--- config.mk ---
export PLATFORM = sky130hd
export DESIGN_NAME = dsdt_s5_sleep_type_scanner
export DESIGN_NICKNAME = d
export VERILOG_FILES = /design/src/hw/rtl/dsdt_s5_pkg.sv /design/src/hw/rtl/dsdt_s5_parser.sv /design/src/hw/rtl/dsdt_s5_sleep_type_scanner.sv
export VERILOG_INCLUDE_DIRS = /design/src /design/src/hw/rtl
export SDC_FILE = /design/constraint.sdc
export NUM_CORES = 1
export LEC_CHECK = 0
export BUFFER_PORTS_ARGS = -buffer_cell sky130_fd_sc_hd__buf_2
export CAP_MARGIN = 30
export CORE_ASPECT_RATIO = 1.4
export CORE_UTILIZATION = 50
export DETAILED_ROUTE_END_ITERATION = 10
export GPL_TIMING_DRIVEN = 0
export HOLD_SLACK_MARGIN = 0.02
export PLACE_DENSITY = 0.77
export SYNTH_ARGS = -nofsm -noshare
export SYNTH_HDL_FRONTEND = slang
export SYNTH_SLANG_ARGS = --single-unit
--- constraint.sdc ---
create_clock -name i_clk -period 10.6 [get_ports i_clk]
set_input_delay 1.06 -clock i_clk [delete_from_list [all_inputs] [get_ports i_clk]]
set_output_delay 1.06 -clock i_clk [all_outputs]
set_load 0.01 [all_outputs]
--- src/hw/rtl/dsdt_s5_sleep_type_scanner_macros.svh ---
// Assertion macros shared by the _S5_ sleep type scanner RTL.
`ifndef DSDT_S5_SLEEP_TYPE_SCANNER_MACROS_SVH
`define DSDT_S5_SLEEP_TYPE_SCANNER_MACROS_SVH

// The consequent must hold in the same cycle as the antecedent.
`define DSDT_S5_ASSERT_SAME(label, clk, rst_n, ante, cons) \
    label: assert property (@(posedge clk) disable iff (!(rst_n)) (ante) |-> (cons)) \
        else $error("dsdt_s5 same-cycle check failed");

// The consequent must hold in the cycle after the antecedent.
`define DSDT_S5_ASSERT_NEXT(label, clk, rst_n, ante, cons) \
    label: assert property (@(posedge clk) disable iff (!(rst_n)) (ante) |=> (cons)) \
        else $error("dsdt_s5 next-cycle check failed");

`endif

--- src/hw/rtl/dsdt_s5_pkg.sv ---
// Types and constants shared by the _S5_ sleep type scanner modules.
`default_nettype none

package dsdt_s5_pkg;

    localparam int unsigned POS_W = 25;

    typedef logic [POS_W-1:0] t_pos;

    localparam t_pos POS_MAX = {POS_W{1'b1}};

    typedef enum logic [3:0] {
        PH_HEADER,
        PH_SCAN,
        PH_PKGLEN,
        PH_SKIP,
        PH_PREA,
        PH_TYPA,
        PH_AFTA,
        PH_TYPB,
        PH_FOUND,
        PH_STOP
    } t_phase;

    typedef enum logic [2:0] {
        ST_FOUND     = 3'd0,
        ST_BAD_SIG   = 3'd1,
        ST_BAD_LEN   = 3'd2,
        ST_NO_S5     = 3'd3,
        ST_SHORT_PKG = 3'd4
    } t_status;

    typedef struct packed {
        logic [7:0] data;
        logic       last;
    } t_word;

    typedef struct packed {
        t_status    status;
        logic       found;
        logic [7:0] type_a;
        logic [7:0] type_b;
    } t_result;

    // Signature bytes, offset 0 in the lowest lane.
    localparam logic [3:0][7:0] SIG_BYTES = {8'h54, 8'h44, 8'h53, 8'h44};

    localparam logic [7:0] NAME_OP     = 8'h08;
    localparam logic [7:0] PACKAGE_OP  = 8'h12;
    localparam logic [7:0] BYTE_PREFIX = 8'h0A;
    localparam logic [7:0] ROOT_CHAR   = 8'h5C;
    localparam logic [7:0] CHAR_UNDER  = 8'h5F;
    localparam logic [7:0] CHAR_FIVE   = 8'h35;
    localparam logic [7:0] CHAR_S      = 8'h53;

    localparam logic [31:0] MIN_LENGTH = 32'd36;
    localparam t_pos        SCAN_START = t_pos'(40);
    localparam t_pos        NAME_SPAN  = t_pos'(4);

endpackage

`default_nettype wire

--- src/hw/rtl/dsdt_s5_parser.sv ---
// Per-table parsing state: header check, _S5_ search, package walk and status.
`default_nettype none

module dsdt_s5_parser #(
    parameter int unsigned MAX_TABLE_BYTES = 16777216
) (
    input  wire logic                i_clk,
    input  wire logic                i_rst_n,
    input  wire logic                i_step,
    input  wire dsdt_s5_pkg::t_word  i_word,
    output dsdt_s5_pkg::t_result     o_result
);

    localparam logic [31:0] MAX_LENGTH = 32'(MAX_TABLE_BYTES);

    logic [5:0][7:0]         r_window;
    logic [5:0][7:0]         n_window;
    dsdt_s5_pkg::t_pos       r_pos;
    dsdt_s5_pkg::t_pos       n_pos;
    logic [31:0]             r_len;
    logic [31:0]             n_len;
    dsdt_s5_pkg::t_phase     r_phase;
    dsdt_s5_pkg::t_phase     n_phase;
    logic [2:0]              r_skip;
    logic [2:0]              n_skip;
    dsdt_s5_pkg::t_pos       r_match;
    dsdt_s5_pkg::t_pos       n_match;
    logic [7:0]              r_type_a;
    logic [7:0]              n_type_a;
    logic [7:0]              r_type_b;
    logic [7:0]              n_type_b;
    dsdt_s5_pkg::t_status    r_outcome;
    dsdt_s5_pkg::t_status    n_outcome;

    logic [7:0]  w_byte;
    logic        w_in_bound;
    logic        w_sig_bad;
    logic [31:0] w_len_full;
    logic        w_len_ok;
    logic        w_hit;
    logic        w_past_end;
    logic [25:0] w_match_end;

    assign w_byte = i_word.data;

    always_comb begin
        w_in_bound = 32'(r_pos) < r_len;
        w_sig_bad  = w_byte != dsdt_s5_pkg::SIG_BYTES[r_pos[1:0]];
        w_len_full = r_len | (32'(w_byte) << {r_pos[1:0], 3'b000});
        w_len_ok   = (w_len_full >= dsdt_s5_pkg::MIN_LENGTH) && (w_len_full <= MAX_LENGTH);
        w_hit      = (r_pos >= dsdt_s5_pkg::SCAN_START)
                     && ((32'(r_pos) + 32'd4) < r_len)
                     && (w_byte == dsdt_s5_pkg::PACKAGE_OP)
                     && (r_window[0] == dsdt_s5_pkg::CHAR_UNDER)
                     && (r_window[1] == dsdt_s5_pkg::CHAR_FIVE)
                     && (r_window[2] == dsdt_s5_pkg::CHAR_S)
                     && (r_window[3] == dsdt_s5_pkg::CHAR_UNDER)
                     && ((r_window[4] == dsdt_s5_pkg::NAME_OP)
                         || ((r_window[5] == dsdt_s5_pkg::NAME_OP)
                             && (r_window[4] == dsdt_s5_pkg::ROOT_CHAR)));
    end

    always_comb begin
        n_phase = r_phase;
        case (r_phase)
            dsdt_s5_pkg::PH_HEADER: begin
                if (!r_pos[2]) begin
                    if (w_sig_bad) begin
                        n_phase = dsdt_s5_pkg::PH_STOP;
                    end
                end else if (r_pos[1:0] == 2'd3) begin
                    n_phase = w_len_ok ? dsdt_s5_pkg::PH_SCAN : dsdt_s5_pkg::PH_STOP;
                end
            end
            dsdt_s5_pkg::PH_SCAN: begin
                if (w_in_bound && w_hit) begin
                    n_phase = dsdt_s5_pkg::PH_PKGLEN;
                end
            end
            dsdt_s5_pkg::PH_PKGLEN: begin
                if (w_in_bound) begin
                    n_phase = dsdt_s5_pkg::PH_SKIP;
                end
            end
            dsdt_s5_pkg::PH_SKIP: begin
                if (w_in_bound && (3'(r_skip - 3'd1) == 3'd0)) begin
                    n_phase = dsdt_s5_pkg::PH_PREA;
                end
            end
            dsdt_s5_pkg::PH_PREA: begin
                if (w_in_bound) begin
                    n_phase = (w_byte == dsdt_s5_pkg::BYTE_PREFIX) ? dsdt_s5_pkg::PH_TYPA
                                                                   : dsdt_s5_pkg::PH_AFTA;
                end
            end
            dsdt_s5_pkg::PH_TYPA: begin
                if (w_in_bound) begin
                    n_phase = dsdt_s5_pkg::PH_AFTA;
                end
            end
            dsdt_s5_pkg::PH_AFTA: begin
                if (w_in_bound) begin
                    n_phase = (w_byte == dsdt_s5_pkg::BYTE_PREFIX) ? dsdt_s5_pkg::PH_TYPB
                                                                   : dsdt_s5_pkg::PH_FOUND;
                end
            end
            dsdt_s5_pkg::PH_TYPB: begin
                if (w_in_bound) begin
                    n_phase = dsdt_s5_pkg::PH_FOUND;
                end
            end
            default: begin
                n_phase = r_phase;
            end
        endcase
    end

    always_comb begin
        n_window  = {r_window[4:0], w_byte};
        n_pos     = (r_pos == dsdt_s5_pkg::POS_MAX) ? r_pos : r_pos + dsdt_s5_pkg::t_pos'(1);
        n_len     = r_len;
        n_skip    = r_skip;
        n_match   = r_match;
        n_type_a  = r_type_a;
        n_type_b  = r_type_b;
        n_outcome = r_outcome;
        if (r_phase == dsdt_s5_pkg::PH_HEADER) begin
            if (!r_pos[2]) begin
                if (w_sig_bad) begin
                    n_outcome = dsdt_s5_pkg::ST_BAD_SIG;
                end
            end else begin
                n_len = w_len_full;
                if ((r_pos[1:0] == 2'd3) && !w_len_ok) begin
                    n_outcome = dsdt_s5_pkg::ST_BAD_LEN;
                end
            end
        end else if (w_in_bound) begin
            case (r_phase)
                dsdt_s5_pkg::PH_SCAN: begin
                    if (w_hit) begin
                        n_match = r_pos - dsdt_s5_pkg::NAME_SPAN;
                    end
                end
                dsdt_s5_pkg::PH_PKGLEN: begin
                    n_skip = {1'b0, w_byte[7:6]} + 3'd1;
                end
                dsdt_s5_pkg::PH_SKIP: begin
                    n_skip = r_skip - 3'd1;
                end
                dsdt_s5_pkg::PH_PREA: begin
                    if (w_byte != dsdt_s5_pkg::BYTE_PREFIX) begin
                        n_type_a = w_byte;
                    end
                end
                dsdt_s5_pkg::PH_TYPA: begin
                    n_type_a = w_byte;
                end
                dsdt_s5_pkg::PH_AFTA: begin
                    if (w_byte != dsdt_s5_pkg::BYTE_PREFIX) begin
                        n_type_b = w_byte;
                    end
                end
                dsdt_s5_pkg::PH_TYPB: begin
                    n_type_b = w_byte;
                end
                default: begin
                    n_skip = r_skip;
                end
            endcase
        end
    end

    // The status is formed from the state as it stands after this word.
    always_comb begin
        w_match_end = {1'b0, n_match} + 26'd8;
        w_past_end  = (w_match_end > {1'b0, r_pos}) || (32'(w_match_end) >= n_len);
        o_result        = '0;
        o_result.type_a = n_type_a;
        o_result.type_b = n_type_b;
        case (n_phase)
            dsdt_s5_pkg::PH_HEADER: begin
                o_result.status = (r_pos < dsdt_s5_pkg::t_pos'(3)) ? dsdt_s5_pkg::ST_BAD_SIG
                                                                   : dsdt_s5_pkg::ST_BAD_LEN;
            end
            dsdt_s5_pkg::PH_STOP: begin
                o_result.status = n_outcome;
            end
            dsdt_s5_pkg::PH_PKGLEN, dsdt_s5_pkg::PH_SKIP, dsdt_s5_pkg::PH_PREA,
            dsdt_s5_pkg::PH_TYPA: begin
                o_result.status = w_past_end ? dsdt_s5_pkg::ST_NO_S5
                                             : dsdt_s5_pkg::ST_SHORT_PKG;
            end
            dsdt_s5_pkg::PH_AFTA, dsdt_s5_pkg::PH_TYPB, dsdt_s5_pkg::PH_FOUND: begin
                o_result.status = w_past_end ? dsdt_s5_pkg::ST_NO_S5 : dsdt_s5_pkg::ST_FOUND;
                o_result.found  = !w_past_end;
            end
            default: begin
                o_result.status = dsdt_s5_pkg::ST_NO_S5;
            end
        endcase
        if (!o_result.found) begin
            o_result.type_a = 8'd0;
            o_result.type_b = 8'd0;
        end
    end

    always_ff @(posedge i_clk) begin
        if (!i_rst_n || (i_step && i_word.last)) begin
            r_window  <= '0;
            r_pos     <= '0;
            r_len     <= '0;
            r_phase   <= dsdt_s5_pkg::PH_HEADER;
            r_skip    <= '0;
            r_match   <= '0;
            r_type_a  <= '0;
            r_type_b  <= '0;
            r_outcome <= dsdt_s5_pkg::ST_NO_S5;
        end else if (i_step) begin
            r_window  <= n_window;
            r_pos     <= n_pos;
            r_len     <= n_len;
            r_phase   <= n_phase;
            r_skip    <= n_skip;
            r_match   <= n_match;
            r_type_a  <= n_type_a;
            r_type_b  <= n_type_b;
            r_outcome <= n_outcome;
        end
    end

endmodule

`default_nettype wire

--- src/hw/rtl/dsdt_s5_sleep_type_scanner.sv ---
// Top level of the DSDT _S5_ sleep type scanner with its input and result registers.
// Throughput: one table byte per cycle; a word is taken while a result waits.
// The word that ends the table passes the input register; its result is then registered and marked valid.
// Only the word that ends the table waits when the result register is still full.
// Reset empties the input and result registers and returns the parser to the header check.
`default_nettype none
`include "dsdt_s5_sleep_type_scanner_macros.svh"

module dsdt_s5_sleep_type_scanner #(
    parameter int unsigned MAX_TABLE_BYTES = 16777216
) (
    input  wire logic               i_clk,
    input  wire logic               i_rst_n,
    input  wire logic               i_valid,
    output logic                    o_ready,
    input  wire logic [7:0]         i_table_byte,
    input  wire logic               i_end_of_table,
    output logic                    o_valid,
    input  wire logic               i_ready,
    output logic [2:0]              o_scan_status,
    output logic [7:0]              o_sleep_type_a,
    output logic [7:0]              o_sleep_type_b,
    output logic signed [16:0]      o_packed_values
);

    logic                  r_in_valid;
    dsdt_s5_pkg::t_word    r_in_word;
    logic                  r_out_valid;
    dsdt_s5_pkg::t_status  r_out_status;
    logic [7:0]            r_out_type_a;
    logic [7:0]            r_out_type_b;
    logic signed [16:0]    r_out_packed;

    logic                  w_advance;
    logic                  w_step;
    dsdt_s5_pkg::t_result  w_result;

    assign w_advance = !r_in_word.last || !r_out_valid || i_ready;
    assign w_step    = r_in_valid && w_advance;
    assign o_ready   = !r_in_valid || w_advance;

    dsdt_s5_parser #(
        .MAX_TABLE_BYTES(MAX_TABLE_BYTES)
    ) u_parser (
        .i_clk    (i_clk),
        .i_rst_n  (i_rst_n),
        .i_step   (w_step),
        .i_word   (r_in_word),
        .o_result (w_result)
    );

    always_ff @(posedge i_clk) begin
        if (!i_rst_n) begin
            r_in_valid <= 1'b0;
        end else if (o_ready) begin
            r_in_valid <= i_valid;
        end
    end

    always_ff @(posedge i_clk) begin
        if (i_valid && o_ready) begin
            r_in_word.data <= i_table_byte;
            r_in_word.last <= i_end_of_table;
        end
    end

    always_ff @(posedge i_clk) begin
        if (!i_rst_n) begin
            r_out_valid <= 1'b0;
        end else if (w_step && r_in_word.last) begin
            r_out_valid <= 1'b1;
        end else if (i_ready) begin
            r_out_valid <= 1'b0;
        end
    end

    always_ff @(posedge i_clk) begin
        if (w_step && r_in_word.last) begin
            r_out_status <= w_result.status;
            r_out_type_a <= w_result.type_a;
            r_out_type_b <= w_result.type_b;
            r_out_packed <= w_result.found ? $signed({1'b0, w_result.type_b, w_result.type_a})
                                           : {17{1'b1}};
        end
    end

    assign o_valid         = r_out_valid;
    assign o_scan_status   = r_out_status;
    assign o_sleep_type_a  = r_out_type_a;
    assign o_sleep_type_b  = r_out_type_b;
    assign o_packed_values = r_out_packed;

    `DSDT_S5_ASSERT_SAME(a_ready_when_empty, i_clk, i_rst_n, !r_out_valid, o_ready)
    `DSDT_S5_ASSERT_SAME(a_last_waits_on_full, i_clk, i_rst_n,
        r_in_valid && r_in_word.last && r_out_valid && !i_ready, !o_ready)
    `DSDT_S5_ASSERT_SAME(a_found_packs_types, i_clk, i_rst_n,
        r_out_valid && (r_out_status == dsdt_s5_pkg::ST_FOUND),
        r_out_packed == $signed({1'b0, r_out_type_b, r_out_type_a}))
    `DSDT_S5_ASSERT_SAME(a_miss_clears_types, i_clk, i_rst_n,
        r_out_valid && (r_out_status != dsdt_s5_pkg::ST_FOUND),
        (r_out_type_a == 8'd0) && (r_out_type_b == 8'd0) && (r_out_packed == -17'sd1))
    `DSDT_S5_ASSERT_NEXT(a_last_loads_result, i_clk, i_rst_n,
        w_step && r_in_word.last, r_out_valid)

endmodule

`default_nettype wire
==> metrics.txt <==
Post-CTS Hold Buffers=0; root buf cell=clkbuf_16; WS Path Type=reg -> reg; vias in the first global route=11.9k; min cycle time layout=10.07 ns; Max Used Layer=met4; fin crit share=between 90% and 100%; Metal-1 WL=between 15000 and 20000 µm; setup bufs post-CTS=0; CTS tree=done; Cell variety after synth=80; total power=1.69 mW; Worst Setup SP=u_parser.r_pos[2]$_SDFFE_PP0P_; WP data required=10.87 ns; Async SR Flop Fraction=0%; internal power=between 1 and 1.5 mW; Pre-Repair DR Iteration Count=11; maxcap violations=0; worst-margin pin slew=a little over 1 ns; Port Buffers=50; Critical Path Source Type=flop; Die X-Extent=139 µm; worst hold start=u_parser.r_outcome[2]$_SDFFE_PP0P_; Net Sw Power=0.439 mW; Synth Warn #=0; critical path endpoint=o_packed_values[0]$_SDFFCE_PN1P_; total track usage=a little under a third; initial drt markers=1042; Setup crit end kind=flop; CTS H-tree depth=1; Slew headroom=between 30% and 40%; Placed Cells=1969; RD Place Congestion=0.978; wire length on met3=between 3000 and 4000 µm; via density per instance=about 6.2; Post-Syn Instances=1598; Worst R2R End=o_packed_values[0]$_SDFFCE_PN1P_; #FFs+latches synth=between 200 and 250; Max stage delay cell, worst path=a31oi_1; EDFF count, synth=45; Sw Share=around a quarter; commonest cells after routing, fill and taps aside=nand2_1 (207), nor2_1 (168), a21oi_1 (166); GR Overflow Total=0; Site Rows=69; Die Span Y=193 µm; Clk pwr share=45.5%; # clock sinks=203; Starting Density=51.2%; # nets final=roughly 1.8k; post-route ant nets=0; Syn Area/Cell=roughly 8.2 µm²; synthesis-to-finish area growth=10.6%; Core Area=about 26000 µm²; worst-path fanout max=10; worst-case reg-to-reg path depth=34; Finish-stage setup viols=0; total number of vias=roughly 12k; CP dominant cell by count=nand2_1; Fillers=between 2k and 2.5k; initial antenna violation count=0; WL met2=a little under 20000 µm; DP HPWL=between 30000 and 40000 µm; Critical Path Max Stage Delay=0.61 ns; drt drc=12; share of layout cells above drive strength 1=7.82%; worst-case clock skew=0.0187 ns; r2r startpoint=u_parser.r_pos[2]$_SDFFE_PP0P_; fmax=roughly 99 MHz; Net Count, Synth=about 1.7k; total wire length=between 40000 and 50000 µm; Max rail drop VDD=0.000119 V; R2R setup slack=around 0.53 ns; multi-input gate area in the final layout=slightly below 8000 µm²; Cell Count, Final, Fillers Out=about 2k; worst skew pair latency=0.53 ns; power density over the cells=between 100 and 150 nW/µm²; Resized cells post-CTS=0; status=complete, but fails checks; commonest non-fill, non-tap cell in the layout=nand2_1; first-pass GRT wire length=63900 µm; drt wl/cell=between 20 and 25 µm; Final Hold Viols=0; Logic pwr share=approximately 6.7%; Syn Std Cell Area=13100 µm²; Diodes inserted=0; post-synthesis sequential area ratio=between 30% and 40%; main flop type after synthesis=dfxtp_1; clk slew on worst S/H paths=0.07 ns; Leak=roughly 5.5 nW; worst hold path type=reg -> reg; failing checks=DRC; Reg area=between 4000 and 5000 µm²; part of the power in registers=a little under half; Slew Viols, Final=0; CTS buffer count=22; largest net degree at the start of global routing=40; IO Pins=51; Die ar.=between 20000 and 30000 µm²; Worst EP arrival=10.33 ns; Clock Path Buffers=3
## worst min-delay path by stage
stage                                                     to  slack, ns  cells after the start
after floorplan              u_parser.r_len[28]$_SDFFE_PP0P_       0.43                      2
after global placement    u_parser.r_outcome[2]$_SDFFE_PP0P_       0.43                      1
after detailed placement  u_parser.r_outcome[2]$_SDFFE_PP0P_       0.44                      1
after CTS                 u_parser.r_outcome[2]$_SDFFE_PP0P_       0.45                      1
after global routing      u_parser.r_outcome[2]$_SDFFE_PP0P_       0.48                      1
final                     u_parser.r_outcome[2]$_SDFFE_PP0P_       0.45                      1
## Yosys cell counts (5+ instances only)
master    count  area share, %
nor3_1       36            1.4
edfxtp_1     45             10
nand2b_1     10           0.48
mux2i_1      40            3.1
nand3_1      50            1.9
dfxtp_1     158             24
nor4_1       20           0.96
and3_1       14           0.67
nor2b_1      15           0.72
buf_1         5           0.14
or3_1        22            1.1
inv_1        68            2.0
nor4bb_1     13           0.99
nand4_1      32            1.5
or2_2         6           0.29
clkbuf_1     71            2.0
o32ai_1       5           0.33
and4b_1       5           0.38
nand2_1     207            5.9
o31ai_1       6           0.34
and2_1        9           0.43
ha_1        113             11
xor2_1       10           0.67
nor2_1      168            4.8
a211oi_1     35            2.0
and4_1        5           0.33
a31oi_1      11           0.53
a21oi_1     166            6.4
nor4b_1       5           0.33
or4_1         8           0.46
a21o_1       21            1.2
xnor2_1      77            5.2
buf_2         8           0.31
o21a_1        7           0.40
o21ai_0      42            1.6
a211o_1       8           0.54
## through the flow
stage | setup WS (ns) | hold slack (ns) | setup TNS (ns) | util [%] | instance area, µm²
after CTS | 0.0759 | 0.449 | 0 | 56.6 | 14500
final | 0.531 | 0.450 | 0 | 56.6 | 14500
after detailed placement | 0.173 | 0.440 | 0 | 53.8 | 13700
after global routing | -0.00394 | 0.479 | -0.00394 | 56.6 | 14500
after floorplan | 2.58 | 0.428 | 0 | - | 13100
after global placement | 0.237 | 0.435 | 0 | 53.7 | 13700
## worst max-delay path: cells and delay by family (launching register included)
family,cells,cell delay [ns]
AOI/OAI and AO/OA,13,3.48
xor gates and xnor gates,2,0.42
adders and majority gates,3,1.02
buffers and inverters,5,1.67
DFF,1,0.42
muxes,1,0.25
and+or+nand+nor,10,2.52
## cell type report
| type | count | share of cell area [%] |
|---|---|---|
| flip-flops and latches | 203 | 31.2 |
| plain buffers | 86 | 2.46 |
| inverters | 72 | 1.89 |
| clock inverters | 13 | 0.709 |
| repair buffers | 52 | 1.81 |
| multi-input cells | 1236 | 54.9 |
| well taps | 319 | 2.76 |
| clock buffers | 27 | 4.24 |
## logic make-up after synthesis
kind of cell | share of synthesized area, %
multiplexers | 3.58
adder cells (fa/ha/maj) | 10.8
AO/OA/AOI/OAI | 16.4
AND/OR/NAND/NOR | 24.0
buffers and inverters | 4.80
XOR/XNOR | 5.83
flip-flops | 34.5
## routing by layer
metal | track usage (%) | vias to the layer above
met4 | 22.2 | 0
met2 | 53.1 | 545
met5 | 0 | -
met3 | 5.05 | 195
li1 | - | 5864
met1 | 33.1 | 5777
## power groups by stage
stage	combinational [mW]	clock [mW]	sequential, mW
global placement	0.108	0	0.824
global route	0.122	0.810	0.807
finish	0.114	0.769	0.807
detailed placement	0.110	0	0.823
floorplan	0.0697	0	0.822
CTS	0.110	0.775	0.806
## registers in the layout (all words and copies together), names as in the netlist, 9 cells and up
name and cells:
u_parser.r_match 25, o_packed_values 17, u_parser.n_window 40, u_parser.r_pos 25, u_parser.r_len 32, r_in_word 9
Power figures use the tool's default switching activity.
